$ cat src/hdl/olsr_pkg.sv
// ----------------------------------------------------------------------------
// olsr_pkg - shared types and constants of the occupancy level stay reporter
// Register indexes, level codes, sequencer states and the command and
// status words exchanged with the iterative multiply/divide unit.
// ----------------------------------------------------------------------------
`default_nettype none

package olsr_pkg;

  // fixed arithmetic widths
  localparam int unsigned OCC_BITS         = 64;
  localparam int unsigned AVG_BITS         = 32;
  localparam int unsigned MS_PER_SEC       = 1000;
  localparam int unsigned MS_BITS          = 10;
  localparam int unsigned INTERVAL_BITS    = 16;
  localparam int unsigned INTERVAL_MS_BITS = INTERVAL_BITS + MS_BITS;
  localparam int unsigned INTERVAL_MS_RST  = 60 * MS_PER_SEC;
  localparam int unsigned THR_BITS         = 8;
  localparam int unsigned LEVEL_BITS       = 2;
  localparam int unsigned OUT_COUNT_BITS   = 8;
  localparam int unsigned COUNT_EXT_BITS   = 16;

  // iteration counter of the shared unit
  localparam int unsigned DIV_STEPS = OCC_BITS;
  localparam int unsigned STEP_BITS = 7;

  // configuration port
  localparam int unsigned CFG_IDX_BITS  = 3;
  localparam int unsigned CFG_DATA_BITS = 16;

  localparam logic [CFG_IDX_BITS-1:0] REG_BLOCK_ENABLE = 3'd0;
  localparam logic [CFG_IDX_BITS-1:0] REG_LEVEL_MASK   = 3'd1;
  localparam logic [CFG_IDX_BITS-1:0] REG_NORMAL_THR   = 3'd2;
  localparam logic [CFG_IDX_BITS-1:0] REG_MEDIUM_THR   = 3'd3;
  localparam logic [CFG_IDX_BITS-1:0] REG_SEVERE_THR   = 3'd4;
  localparam logic [CFG_IDX_BITS-1:0] REG_INTERVAL_SEC = 3'd5;

  // density level codes
  localparam logic [LEVEL_BITS-1:0] LVL_NONE   = 2'd0;
  localparam logic [LEVEL_BITS-1:0] LVL_NORMAL = 2'd1;
  localparam logic [LEVEL_BITS-1:0] LVL_MEDIUM = 2'd2;
  localparam logic [LEVEL_BITS-1:0] LVL_SEVERE = 2'd3;

  // level enable mask bits
  localparam int unsigned MASK_NORMAL = 0;
  localparam int unsigned MASK_MEDIUM = 1;
  localparam int unsigned MASK_SEVERE = 2;

  typedef enum logic [2:0] {
    S_IDLE,
    S_ACC0,
    S_MUL,
    S_ACC,
    S_CHK,
    S_DIV,
    S_OUT
  } olsr_state_e;

  typedef enum logic {
    OP_MUL,
    OP_DIV
  } olsr_op_e;

  typedef struct packed {
    logic     start;
    olsr_op_e op;
  } olsr_req_t;

  typedef struct packed {
    logic                done;
    logic [OCC_BITS-1:0] res;
  } olsr_stat_t;

endpackage

`default_nettype wire

$ cat src/hdl/olsr_if.sv
// ----------------------------------------------------------------------------
// olsr_if - valid/ready channels of the occupancy level stay reporter
// Sample input, result output and configuration write channels.
// ----------------------------------------------------------------------------
`default_nettype none

interface olsr_in_if #(
  parameter int unsigned TIME_BITS      = 48,
  parameter int unsigned MAX_COUNT_BITS = 8
);
  logic                      valid;
  logic                      ready;
  logic [TIME_BITS-1:0]      timestamp_ms;
  logic [MAX_COUNT_BITS-1:0] people_count;

  modport source (output valid, output timestamp_ms, output people_count, input ready);
  modport sink   (input valid, input timestamp_ms, input people_count, output ready);
endinterface

interface olsr_out_if;
  import olsr_pkg::*;
  logic                      valid;
  logic                      ready;
  logic [LEVEL_BITS-1:0]     density_level;
  logic [OUT_COUNT_BITS-1:0] current_count;
  logic                      report_valid;
  logic [AVG_BITS-1:0]       report_number;
  logic [AVG_BITS-1:0]       stay_avg_sec;

  modport source (output valid, output density_level, output current_count,
                  output report_valid, output report_number, output stay_avg_sec,
                  input ready);
  modport sink   (input valid, input density_level, input current_count,
                  input report_valid, input report_number, input stay_avg_sec,
                  output ready);
endinterface

interface olsr_cfg_if;
  import olsr_pkg::*;
  logic                     valid;
  logic                     ready;
  logic [CFG_IDX_BITS-1:0]  index;
  logic [CFG_DATA_BITS-1:0] data;

  modport source (output valid, output index, output data, input ready);
  modport sink   (input valid, input index, input data, output ready);
endinterface

`default_nettype wire

$ cat src/hdl/olsr_muldiv.sv
// ----------------------------------------------------------------------------
// olsr_muldiv - iterative shift-add multiplier and restoring divider
// One adder serves both operations, one bit per cycle. Multiply gives
// a * b saturated to 64 bits; divide gives the 64-bit quotient a / b.
// ----------------------------------------------------------------------------
`default_nettype none

module olsr_muldiv #(
  parameter int unsigned TIME_BITS      = 48,
  parameter int unsigned MAX_COUNT_BITS = 8
) (
  input  wire                                          clk_i,
  input  wire                                          rst_ni,
  input  olsr_pkg::olsr_req_t                          req_i,
  input  wire [olsr_pkg::OCC_BITS-1:0]                 a_i,
  input  wire [MAX_COUNT_BITS+olsr_pkg::MS_BITS-1:0]   b_i,
  output olsr_pkg::olsr_stat_t                         stat_o
);
  import olsr_pkg::*;

  localparam int unsigned PW = TIME_BITS + MAX_COUNT_BITS;

  logic                 busy_q;
  logic                 done_q;
  olsr_op_e             op_q;
  logic [STEP_BITS-1:0] steps_q;
  logic [PW-1:0]        acc_q, acc_d;
  logic [PW-1:0]        opa_q, opa_d;
  logic [OCC_BITS-1:0]  opb_q, opb_d;

  logic [PW-1:0]        add_x, add_y;
  logic                 add_c;
  logic [PW:0]          sum;
  logic [PW-1:0]        rsh;
  logic                 over;

  // shared adder: accumulate partial product or trial subtract
  assign rsh = {acc_q[PW-2:0], opb_q[OCC_BITS-1]};

  always_comb begin
    if (op_q == OP_MUL) begin
      add_x = acc_q;
      add_y = opb_q[0] ? opa_q : '0;
      add_c = 1'b0;
    end else begin
      add_x = rsh;
      add_y = ~opa_q;
      add_c = 1'b1;
    end
    sum = {1'b0, add_x} + {1'b0, add_y} + (PW+1)'(add_c);
  end

  // next operand values for one step
  always_comb begin
    if (op_q == OP_MUL) begin
      acc_d = sum[PW-1:0];
      opa_d = opa_q << 1;
      opb_d = opb_q >> 1;
    end else begin
      acc_d = sum[PW] ? sum[PW-1:0] : rsh;
      opa_d = opa_q;
      opb_d = {opb_q[OCC_BITS-2:0], sum[PW]};
    end
  end

  // step counter and done pulse
  always_ff @(posedge clk_i or negedge rst_ni) begin
    if (!rst_ni) begin
      busy_q  <= 1'b0;
      done_q  <= 1'b0;
      op_q    <= OP_MUL;
      steps_q <= '0;
    end else begin
      done_q <= 1'b0;
      if (req_i.start) begin
        busy_q  <= 1'b1;
        op_q    <= req_i.op;
        steps_q <= (req_i.op == OP_MUL) ? STEP_BITS'(MAX_COUNT_BITS) : STEP_BITS'(DIV_STEPS);
      end else if (busy_q) begin
        steps_q <= steps_q - STEP_BITS'(1);
        if (steps_q == STEP_BITS'(1)) begin
          busy_q <= 1'b0;
          done_q <= 1'b1;
        end
      end
    end
  end

  // operand registers
  always_ff @(posedge clk_i) begin
    if (req_i.start) begin
      acc_q <= '0;
      if (req_i.op == OP_MUL) begin
        opa_q <= PW'(a_i);
        opb_q <= OCC_BITS'(b_i);
      end else begin
        opa_q <= PW'(b_i);
        opb_q <= a_i;
      end
    end else if (busy_q) begin
      acc_q <= acc_d;
      opa_q <= opa_d;
      opb_q <= opb_d;
    end
  end

  // product saturates to 64 bits; quotient is taken as is
  assign over = (acc_q >> OCC_BITS) != '0;

  assign stat_o.done = done_q;
  assign stat_o.res  = (op_q == OP_MUL) ? (over ? '1 : OCC_BITS'(acc_q)) : opb_q;

endmodule

`default_nettype wire

$ cat src/hdl/occupancy_level_stay_reporter.sv
// ----------------------------------------------------------------------------
// occupancy_level_stay_reporter - density level and periodic stay report
// Classifies each frame's people count and integrates occupancy over time,
// emitting a report with the average stay every report interval.
// ----------------------------------------------------------------------------
// Usage:
//   in_i  : one word per frame (timestamp_ms, people_count).
//   out_o : one word per accepted frame while block_enable is set: density
//           level, echoed count and, when a report falls due, its sequence
//           number and average stay in seconds. Disabled frames are dropped.
//   cfg_i : register writes (index, data), always ready; write only while idle.
// Sequence: a sample is taken only in the idle state. It passes S_ACC0,
//   the multiply in S_MUL and S_ACC (skipped for a first or backwards
//   sample), then S_CHK, the divide in S_DIV when a report falls due with
//   a nonzero peak and integral, and S_OUT, which loads the result word.
//   The next sample is taken in the cycle after the load.
// Output: the result word sits in an output register, so the next sample is
//   taken while the receiver stalls; that sample's result waits until the
//   register is free.
// Reset: all state and accumulators clear, the block is disabled and the
//   report interval is 60 s. Writing 0 to block_enable clears the sample,
//   integral, peak and report state too.
`default_nettype none

module occupancy_level_stay_reporter #(
  parameter int unsigned MAX_COUNT_BITS = 8,
  parameter int unsigned TIME_BITS      = 48
) (
  input  wire        clk_i,
  input  wire        rst_ni,
  olsr_in_if.sink    in_i,
  olsr_out_if.source out_o,
  olsr_cfg_if.sink   cfg_i
);
  import olsr_pkg::*;

  localparam int unsigned DW = MAX_COUNT_BITS + MS_BITS;

  // configuration registers
  logic                        en_q;
  logic [2:0]                  mask_q;
  logic [THR_BITS-1:0]         nrm_thr_q, med_thr_q, sev_thr_q;
  logic [INTERVAL_MS_BITS-1:0] intv_ms_q;

  // block state
  logic                      smp_started_q;
  logic [TIME_BITS-1:0]      last_time_q;
  logic [MAX_COUNT_BITS-1:0] last_cnt_q;
  logic [MAX_COUNT_BITS-1:0] peak_q;
  logic [OCC_BITS-1:0]       occ_q;
  logic                      rpt_started_q;
  logic [TIME_BITS-1:0]      rpt_time_q;
  logic [AVG_BITS-1:0]       seq_q;

  // current sample and report work
  logic [TIME_BITS-1:0]      now_q;
  logic [MAX_COUNT_BITS-1:0] cnt_q;
  logic                      rep_q;
  logic [AVG_BITS-1:0]       avg_q;

  // output register
  logic                      out_valid_q;
  logic [LEVEL_BITS-1:0]     out_level_q;
  logic [OUT_COUNT_BITS-1:0] out_count_q;
  logic                      out_rep_q;
  logic [AVG_BITS-1:0]       out_num_q;
  logic [AVG_BITS-1:0]       out_avg_q;

  olsr_state_e state_q, state_d;
  olsr_req_t   mreq;
  olsr_stat_t  mstat;
  logic [OCC_BITS-1:0] mul_a;
  logic [DW-1:0]       mul_b;

  logic                      in_fire, out_fire, cfg_fire, out_load;
  logic                      smp_behind, rpt_behind, rep_fire;
  logic [TIME_BITS-1:0]      rpt_elapsed;
  logic [OCC_BITS:0]         occ_sum;
  logic [OCC_BITS-1:0]       occ_sat;
  logic [COUNT_EXT_BITS-1:0] cnt_ext;
  logic [LEVEL_BITS-1:0]     level;

  assign in_fire  = in_i.valid && in_i.ready;
  assign out_fire = out_o.valid && out_o.ready;
  assign cfg_fire = cfg_i.valid && cfg_i.ready;

  assign in_i.ready  = (state_q == S_IDLE);
  assign cfg_i.ready = 1'b1;

  // time compares
  assign smp_behind  = now_q < last_time_q;
  assign rpt_behind  = now_q < rpt_time_q;
  assign rpt_elapsed = now_q - rpt_time_q;
  assign rep_fire    = rpt_started_q && !rpt_behind &&
                       (rpt_elapsed >= TIME_BITS'(intv_ms_q));

  // saturating integral update
  assign occ_sum = {1'b0, occ_q} + {1'b0, mstat.res};
  assign occ_sat = occ_sum[OCC_BITS] ? '1 : occ_sum[OCC_BITS-1:0];

  // density classification, severe first
  assign cnt_ext = COUNT_EXT_BITS'(cnt_q);

  always_comb begin
    if (mask_q[MASK_SEVERE] && cnt_ext >= COUNT_EXT_BITS'(sev_thr_q)) begin
      level = LVL_SEVERE;
    end else if (mask_q[MASK_MEDIUM] && cnt_ext >= COUNT_EXT_BITS'(med_thr_q)) begin
      level = LVL_MEDIUM;
    end else if (mask_q[MASK_NORMAL] && cnt_ext >= COUNT_EXT_BITS'(nrm_thr_q)) begin
      level = LVL_NORMAL;
    end else begin
      level = LVL_NONE;
    end
  end

  // operands for the shared unit
  always_comb begin
    if (state_q == S_ACC0) begin
      mul_a = OCC_BITS'(now_q - last_time_q);
      mul_b = DW'(last_cnt_q);
    end else begin
      mul_a = occ_q;
      mul_b = DW'(peak_q) * DW'(MS_PER_SEC);
    end
  end

  olsr_muldiv #(
    .TIME_BITS      (TIME_BITS),
    .MAX_COUNT_BITS (MAX_COUNT_BITS)
  ) u_muldiv (
    .clk_i  (clk_i),
    .rst_ni (rst_ni),
    .req_i  (mreq),
    .a_i    (mul_a),
    .b_i    (mul_b),
    .stat_o (mstat)
  );

  // sequencer state register
  always_ff @(posedge clk_i or negedge rst_ni) begin
    if (!rst_ni) begin
      state_q <= S_IDLE;
    end else begin
      state_q <= state_d;
    end
  end

  // sequencer next state and unit commands
  always_comb begin
    state_d    = state_q;
    mreq.start = 1'b0;
    mreq.op    = OP_MUL;
    out_load   = 1'b0;
    unique case (state_q)
      S_IDLE: begin
        if (in_fire && en_q) begin
          state_d = S_ACC0;
        end
      end
      S_ACC0: begin
        if (smp_started_q && !smp_behind) begin
          mreq.start = 1'b1;
          mreq.op    = OP_MUL;
          state_d    = S_MUL;
        end else begin
          state_d = S_CHK;
        end
      end
      S_MUL: begin
        if (mstat.done) begin
          state_d = S_ACC;
        end
      end
      S_ACC: begin
        state_d = S_CHK;
      end
      S_CHK: begin
        if (rep_fire && peak_q != '0 && occ_q != '0) begin
          mreq.start = 1'b1;
          mreq.op    = OP_DIV;
          state_d    = S_DIV;
        end else begin
          state_d = S_OUT;
        end
      end
      S_DIV: begin
        if (mstat.done) begin
          state_d = S_OUT;
        end
      end
      S_OUT: begin
        if (!out_valid_q || out_o.ready) begin
          out_load = 1'b1;
          state_d  = S_IDLE;
        end
      end
      default: begin
        state_d = S_IDLE;
      end
    endcase
  end

  // configuration, state and datapath registers
  always_ff @(posedge clk_i or negedge rst_ni) begin
    if (!rst_ni) begin
      en_q          <= 1'b0;
      mask_q        <= '0;
      nrm_thr_q     <= '0;
      med_thr_q     <= '0;
      sev_thr_q     <= '0;
      intv_ms_q     <= INTERVAL_MS_BITS'(INTERVAL_MS_RST);
      smp_started_q <= 1'b0;
      last_time_q   <= '0;
      last_cnt_q    <= '0;
      peak_q        <= '0;
      occ_q         <= '0;
      rpt_started_q <= 1'b0;
      rpt_time_q    <= '0;
      seq_q         <= '0;
      now_q         <= '0;
      cnt_q         <= '0;
      rep_q         <= 1'b0;
      avg_q         <= '0;
      out_valid_q   <= 1'b0;
      out_level_q   <= '0;
      out_count_q   <= '0;
      out_rep_q     <= 1'b0;
      out_num_q     <= '0;
      out_avg_q     <= '0;
    end else begin
      // register writes
      if (cfg_fire) begin
        unique case (cfg_i.index)
          REG_BLOCK_ENABLE: begin
            en_q <= cfg_i.data[0];
            if (!cfg_i.data[0]) begin
              smp_started_q <= 1'b0;
              last_time_q   <= '0;
              last_cnt_q    <= '0;
              peak_q        <= '0;
              occ_q         <= '0;
              rpt_started_q <= 1'b0;
              rpt_time_q    <= '0;
              seq_q         <= '0;
            end
          end
          REG_LEVEL_MASK: mask_q    <= cfg_i.data[2:0];
          REG_NORMAL_THR: nrm_thr_q <= cfg_i.data[THR_BITS-1:0];
          REG_MEDIUM_THR: med_thr_q <= cfg_i.data[THR_BITS-1:0];
          REG_SEVERE_THR: sev_thr_q <= cfg_i.data[THR_BITS-1:0];
          REG_INTERVAL_SEC: begin
            if (cfg_i.data[INTERVAL_BITS-1:0] != '0) begin
              intv_ms_q <= INTERVAL_MS_BITS'(cfg_i.data[INTERVAL_BITS-1:0]) *
                           INTERVAL_MS_BITS'(MS_PER_SEC);
            end
          end
          default: ;
        endcase
      end

      // sample capture
      if (in_fire) begin
        now_q <= in_i.timestamp_ms;
        cnt_q <= in_i.people_count;
      end

      // first sample or time going backwards
      if (state_q == S_ACC0) begin
        if (!smp_started_q) begin
          smp_started_q <= 1'b1;
          last_time_q   <= now_q;
          last_cnt_q    <= cnt_q;
          peak_q        <= cnt_q;
        end else if (smp_behind) begin
          occ_q       <= '0;
          last_time_q <= now_q;
          last_cnt_q  <= cnt_q;
          peak_q      <= cnt_q;
        end
      end

      // integral and peak update
      if (state_q == S_ACC) begin
        occ_q       <= occ_sat;
        last_time_q <= now_q;
        last_cnt_q  <= cnt_q;
        if (cnt_q > peak_q) begin
          peak_q <= cnt_q;
        end
      end

      // report check; divider already holds the old integral and peak
      if (state_q == S_CHK) begin
        rep_q <= 1'b0;
        avg_q <= '0;
        if (!rpt_started_q) begin
          rpt_started_q <= 1'b1;
          rpt_time_q    <= now_q;
        end else if (rep_fire) begin
          rpt_time_q <= now_q;
          seq_q      <= seq_q + AVG_BITS'(1);
          rep_q      <= 1'b1;
          occ_q      <= '0;
          last_cnt_q <= cnt_q;
          peak_q     <= cnt_q;
        end
      end

      // average stay, saturated to 32 bits
      if (state_q == S_DIV && mstat.done) begin
        avg_q <= (mstat.res[OCC_BITS-1:AVG_BITS] != '0) ? '1 : mstat.res[AVG_BITS-1:0];
      end

      // output register
      if (out_load) begin
        out_valid_q <= 1'b1;
        out_level_q <= level;
        out_count_q <= cnt_ext[OUT_COUNT_BITS-1:0];
        out_rep_q   <= rep_q;
        out_num_q   <= rep_q ? seq_q : '0;
        out_avg_q   <= rep_q ? avg_q : '0;
      end else if (out_fire) begin
        out_valid_q <= 1'b0;
      end
    end
  end

  assign out_o.valid         = out_valid_q;
  assign out_o.density_level = out_level_q;
  assign out_o.current_count = out_count_q;
  assign out_o.report_valid  = out_rep_q;
  assign out_o.report_number = out_num_q;
  assign out_o.stay_avg_sec  = out_avg_q;

endmodule

`default_nettype wire
$ cat src/flat_wrapper.sv
// flat-port wrapper written by rule: the top's interface ports become plain ports
module occupancy_level_stay_reporter_flat import olsr_pkg::*;
#(
  parameter int unsigned MAX_COUNT_BITS = 8,
  parameter int unsigned TIME_BITS      = 48
)
  (clk_i, rst_ni, in_i_valid, in_i_timestamp_ms, in_i_people_count, in_i_ready, out_o_valid, out_o_density_level, out_o_current_count, out_o_report_valid, out_o_report_number, out_o_stay_avg_sec, out_o_ready, cfg_i_valid, cfg_i_index, cfg_i_data, cfg_i_ready);
  olsr_in_if #(.TIME_BITS(TIME_BITS), .MAX_COUNT_BITS(MAX_COUNT_BITS)) in_i_i ();
  olsr_out_if out_o_i ();
  olsr_cfg_if cfg_i_i ();
  input  wire clk_i;
  input  wire rst_ni;
  input wire logic [$bits(in_i_i.valid)-1:0] in_i_valid;
  input wire logic [$bits(in_i_i.timestamp_ms)-1:0] in_i_timestamp_ms;
  input wire logic [$bits(in_i_i.people_count)-1:0] in_i_people_count;
  output wire logic [$bits(in_i_i.ready)-1:0] in_i_ready;
  output wire logic [$bits(out_o_i.valid)-1:0] out_o_valid;
  output wire logic [$bits(out_o_i.density_level)-1:0] out_o_density_level;
  output wire logic [$bits(out_o_i.current_count)-1:0] out_o_current_count;
  output wire logic [$bits(out_o_i.report_valid)-1:0] out_o_report_valid;
  output wire logic [$bits(out_o_i.report_number)-1:0] out_o_report_number;
  output wire logic [$bits(out_o_i.stay_avg_sec)-1:0] out_o_stay_avg_sec;
  input wire logic [$bits(out_o_i.ready)-1:0] out_o_ready;
  input wire logic [$bits(cfg_i_i.valid)-1:0] cfg_i_valid;
  input wire logic [$bits(cfg_i_i.index)-1:0] cfg_i_index;
  input wire logic [$bits(cfg_i_i.data)-1:0] cfg_i_data;
  output wire logic [$bits(cfg_i_i.ready)-1:0] cfg_i_ready;
  assign in_i_i.valid = in_i_valid;
  assign in_i_i.timestamp_ms = in_i_timestamp_ms;
  assign in_i_i.people_count = in_i_people_count;
  assign in_i_ready = in_i_i.ready;
  assign out_o_valid = out_o_i.valid;
  assign out_o_density_level = out_o_i.density_level;
  assign out_o_current_count = out_o_i.current_count;
  assign out_o_report_valid = out_o_i.report_valid;
  assign out_o_report_number = out_o_i.report_number;
  assign out_o_stay_avg_sec = out_o_i.stay_avg_sec;
  assign out_o_i.ready = out_o_ready;
  assign cfg_i_i.valid = cfg_i_valid;
  assign cfg_i_i.index = cfg_i_index;
  assign cfg_i_i.data = cfg_i_data;
  assign cfg_i_ready = cfg_i_i.ready;
  occupancy_level_stay_reporter #(.MAX_COUNT_BITS(MAX_COUNT_BITS), .TIME_BITS(TIME_BITS)) u_core (.clk_i(clk_i), .rst_ni(rst_ni), .in_i(in_i_i), .out_o(out_o_i), .cfg_i(cfg_i_i));
endmodule
$ cat config.mk
export PLATFORM = sky130hd
export DESIGN_NAME = occupancy_level_stay_reporter_flat
export DESIGN_NICKNAME = d
export VERILOG_FILES = /design/src/hdl/olsr_pkg.sv /design/src/hdl/olsr_if.sv /design/src/hdl/olsr_muldiv.sv /design/src/hdl/occupancy_level_stay_reporter.sv /design/src/flat_wrapper.sv
export SDC_FILE = /design/constraint.sdc
export NUM_CORES = 2
export LEC_CHECK = 0
export BUFFER_PORTS_ARGS = -buffer_cell sky130_fd_sc_hd__clkbuf_2
export CAP_MARGIN = 40
export CORE_ASPECT_RATIO = 0.75
export CORE_UTILIZATION = 51
export CTS_CLUSTER_SIZE = 40
export DETAILED_ROUTE_END_ITERATION = 10
export PLACE_DENSITY = 0.68
export SYNTH_ARGS = -nofsm -noshare
export SYNTH_HDL_FRONTEND = slang
export SYNTH_HIERARCHICAL = 1
export SYNTH_SLANG_ARGS = --single-unit
$ cat constraint.sdc
create_clock -name clk_i -period 13.1 [get_ports clk_i]
set_clock_uncertainty 0.05 [all_clocks]
set_input_delay 1.965 -clock clk_i [delete_from_list [all_inputs] [get_ports clk_i]]
set_output_delay 1.965 -clock clk_i [all_outputs]
set_load 0.005 [all_outputs]
==> results.yml <==
outcome:
  status: "completed"
finish:
  final_common_cell: "nand2_1"
  most-common-layout-cells: "nand2_1, o21ai_0, dfrtp_1"
  drive_above_1_share_pct: 7.487
  area_growth_pct: 9.337
  nets: 6142
power_and_ir_drop:
  clkPwrFrac_pct: 35.5
  switching_share_pct: 33.04
  pwr_density_cell_nw_per_um2: 120.1
  switching_power_uw: 2004
  p_leak_uw: 0.02402
  internal-power_uw: 4062
  combPwrFrac_pct: 27.6
  seqPwrFrac_pct: 36.9
  vdd_drop_max_v: 0.00008625
setup_path:
  crit_family: "compound AO/OA/AOI/OAI gates"
  ff2ff_path_depth: 29
  regToRegStartpoint: "u_core/now_q[0]"
  crit_path_max_fanout: 45
  cpMostUsedCell: "nand2_1"
  start_kind: "register"
  crit_required_ns: 13.42
  end_kind: "register"
  arrival_ns: 8.03
  crit_buf_inv: 4
  crit_slowest_cell: "a211oi_1"
  critical-path-max-stage-delay_ns: 0.56
  r2r_end: "u_core/u_muldiv/opb_q[22]"
  rrSetupSlack_ns: 5.39
  path_class: "register to register"
route:
  num_vias: 40950
  drt_iter0_drc: 4143
  viasPerCell: 5.953
  dr.pass1.iters: 5
  drt-total-wl_um: 141900
  antenna_left: 0
  drc: 0
  drt-wirelength-per-cell_um: 20.63
floorplan:
  die_x_um: 349.5
  die_h_um: 262.6
  fp.dieArea_um2: 91790
  initial_core_util_pct: 51.54
  ios: 158
  core.rowCount: 95
  core_region_area_um2: 89620
synth:
  synth_top_area_share_pct: 23.40
  yosysSeqAreaShare_pct: 34.03
  synth.distinct_cells: 101
  syn_inst: 5601
  ys_warn_count: 6
  synth_fp_nets: 6136
  yosysTopAreaCell: "dfrtp_1"
  synth_edf_count: 120
  syn_area_um2: 46190
  ys_ff_latch: 615
  yosys_most_used_dff: "dfrtp_1"
  ys_async_sr_fraction_pct: 71.38
  avgSynthCellArea_um2: 8.247
  synth.area.top_cells: "dfrtp_1, ha_1, nand2_1"
clock_network:
  cts.path.max_buffers: 3
  cts_tree: "yes"
  hold_buffers: 0
  htree_levels: 3
  root_buffer: "clkbuf_16"
  cts_made_buffers: 69
  path_clk_slew_ns: 0.07
  post_cts_buffers: 0
  cts_resized: 0
  clock-sinks: 615
  insertion_delay_ns: 0.66
place:
  dp_hpwl_um: 105400
  gp_congestion: 0.9920
  port_buffers: 156
  dp_slack_ns: 5.651
sta:
  fmax_mhz: 129.7
  setup_violations: 0
  fin_tns_setup_ns: 0
  maxSlewHeadroom_pct: 34.81
  tightest_slew_ns: 0.9725
  period_share_pct: 58.87
  min_period_ns: 7.712
  final-hold-violation-count: 0
  drv_slew: 0
  rsz0062_at_grt: "false"
  setup_ws_ns: 5.388
hold_path:
  hold_depth: 2
  hold_class: "register to register"
  min-delay-start: "u_core/out_o.stay_avg_sec[28]"
  holdPathEnd: "u_core/out_o.stay_avg_sec[28]"
global_routing:
  met3_usage_pct: 9.166
  first_global_vias: 38250
  use_met2_pct: 42.00
  antenna_found_initial: 4
  gr-usage-all-layers_pct: 30.81
  grt_max_degree: 143
  grt_overflow_total: 0
  grtUsageMet1_pct: 46.84
  grt.busiest_layer: "met1"
  grt_first_pass_wirelength_um: 222600
job:
  drv_cap: 0
## metrics by stage
stage | util (%) | cell area (um2) | hold WS (ns) | power [uW] | std cells
floorplan | - | 46190 | 0.3985 | 3426 | 5601
global placement | 53.29 | 47760 | 0.4008 | 3874 | 6730
detailed placement | 53.55 | 47990 | 0.4050 | 3903 | 6747
CTS | 56.32 | 50480 | 0.4177 | 6074 | 6874
global route | 56.34 | 50500 | 0.4294 | 6387 | 6876
finish | 56.35 | 50500 | 0.4145 | 6066 | 6879
## worst min-delay path, delay by kind of cell, from the launching register on
family / cells / cell delay [ns]
DFF: 1 / 0.34
and+or+nand+nor: 2 / 0.09
## power by group through the flow
| stage | registers [uW] | logic, uW | clock network (uW) |
|---|---|---|---|
| final | 2240 | 1680 | 2160 |
| after global routing | 2250 | 1880 | 2260 |
| after CTS | 2230 | 1650 | 2190 |
| after detailed placement | 2260 | 1640 | 0 |
| after global placement | 2260 | 1610 | 0 |
| after floorplan | 2210 | 1210 | 0 |
## flip-flops by register name (all words and copies together) (netlist names), 23 cells and up
name,cells
u_core/u_muldiv/opa_q,56
u_core/u_muldiv/opb_q,64
u_core/out_o.report_number,32
u_core/seq_q,32
u_core/u_muldiv/acc_q,56
u_core/occ_q,64
u_core/avg_q,32
u_core/intv_ms_q,23
u_core/rpt_time_q,48
u_core/out_o.stay_avg_sec,32
u_core/now_q,48
u_core/last_time_q,48
## routing by layer
layer / vias to the layer above / share of wire, %
li1: 19620 / -
met1: 19570 / 48
met2: 1574 / 40
met3: 181 / 10
met4: 4 / 2.4
met5: - / 0.22
## area by class of cell
cell class	instances	area (um2)
tap	1212	1516
multi-input combinational	4310	27880
fill	8222	39120
clock inverter	31	475.5
clock buffer	96	2011
inverter	387	1458
timing repair buffer	224	1428
antenna	4	10.01
sequential	615	15730
## synth_stat cells (36+ instances only)
library cell  count
a211oi_1         74
a21boi_0         47
a21o_1          139
a21oi_1         426
a31oi_1          40
and2_1           43
clkbuf_1        225
dfrtp_1         432
dfxtp_1          56
edfxtp_1        120
fa_1             81
ha_1            374
inv_1           387
mux2i_1         112
nand2_1        1017
nand2b_1         68
nand3_1         195
nand4_1          60
nor2_1          328
nor2b_1          42
nor3_1           43
nor4_1           37
o21ai_0         507
o21bai_1         36
o31ai_1          69
xnor2_1         123
xor2_1           87
## cell families (layout without fill, tap and decap cells)
family,after synthesis,count (layout),synth area share (%)
DFF,615,615,34.03
buffers and inverters,676,738,5.813
muxes,125,125,2.744
and+or+nand+nor,1954,1954,18.82
adders and majority gates,455,455,13.64
AOI/OAI and AO/OA,1565,1565,20.96
xor gates and xnor gates,210,210,3.982
other,1,5,0.008119
## how the worst max path moves through the flow
stage / from / to / slack (ns) / cells past startpoint
2_1_floorplan: u_core/now_q[16] / u_core/u_muldiv/opb_q[0] / 5.97 / 28
3_3_place_gp: u_core/now_q[0] / u_core/u_muldiv/acc_q[51] / 5.69 / 29
3_5_place_dp: u_core/now_q[0] / u_core/u_muldiv/opb_q[22] / 5.65 / 29
4_1_cts: u_core/now_q[0] / u_core/u_muldiv/opb_q[22] / 5.60 / 29
5_1_grt: u_core/now_q[0] / u_core/u_muldiv/opb_q[29] / 4.96 / 28
6_report: u_core/now_q[0] / u_core/u_muldiv/opb_q[22] / 5.39 / 29
No activity file was read; power rests on OpenSTA's default activity.
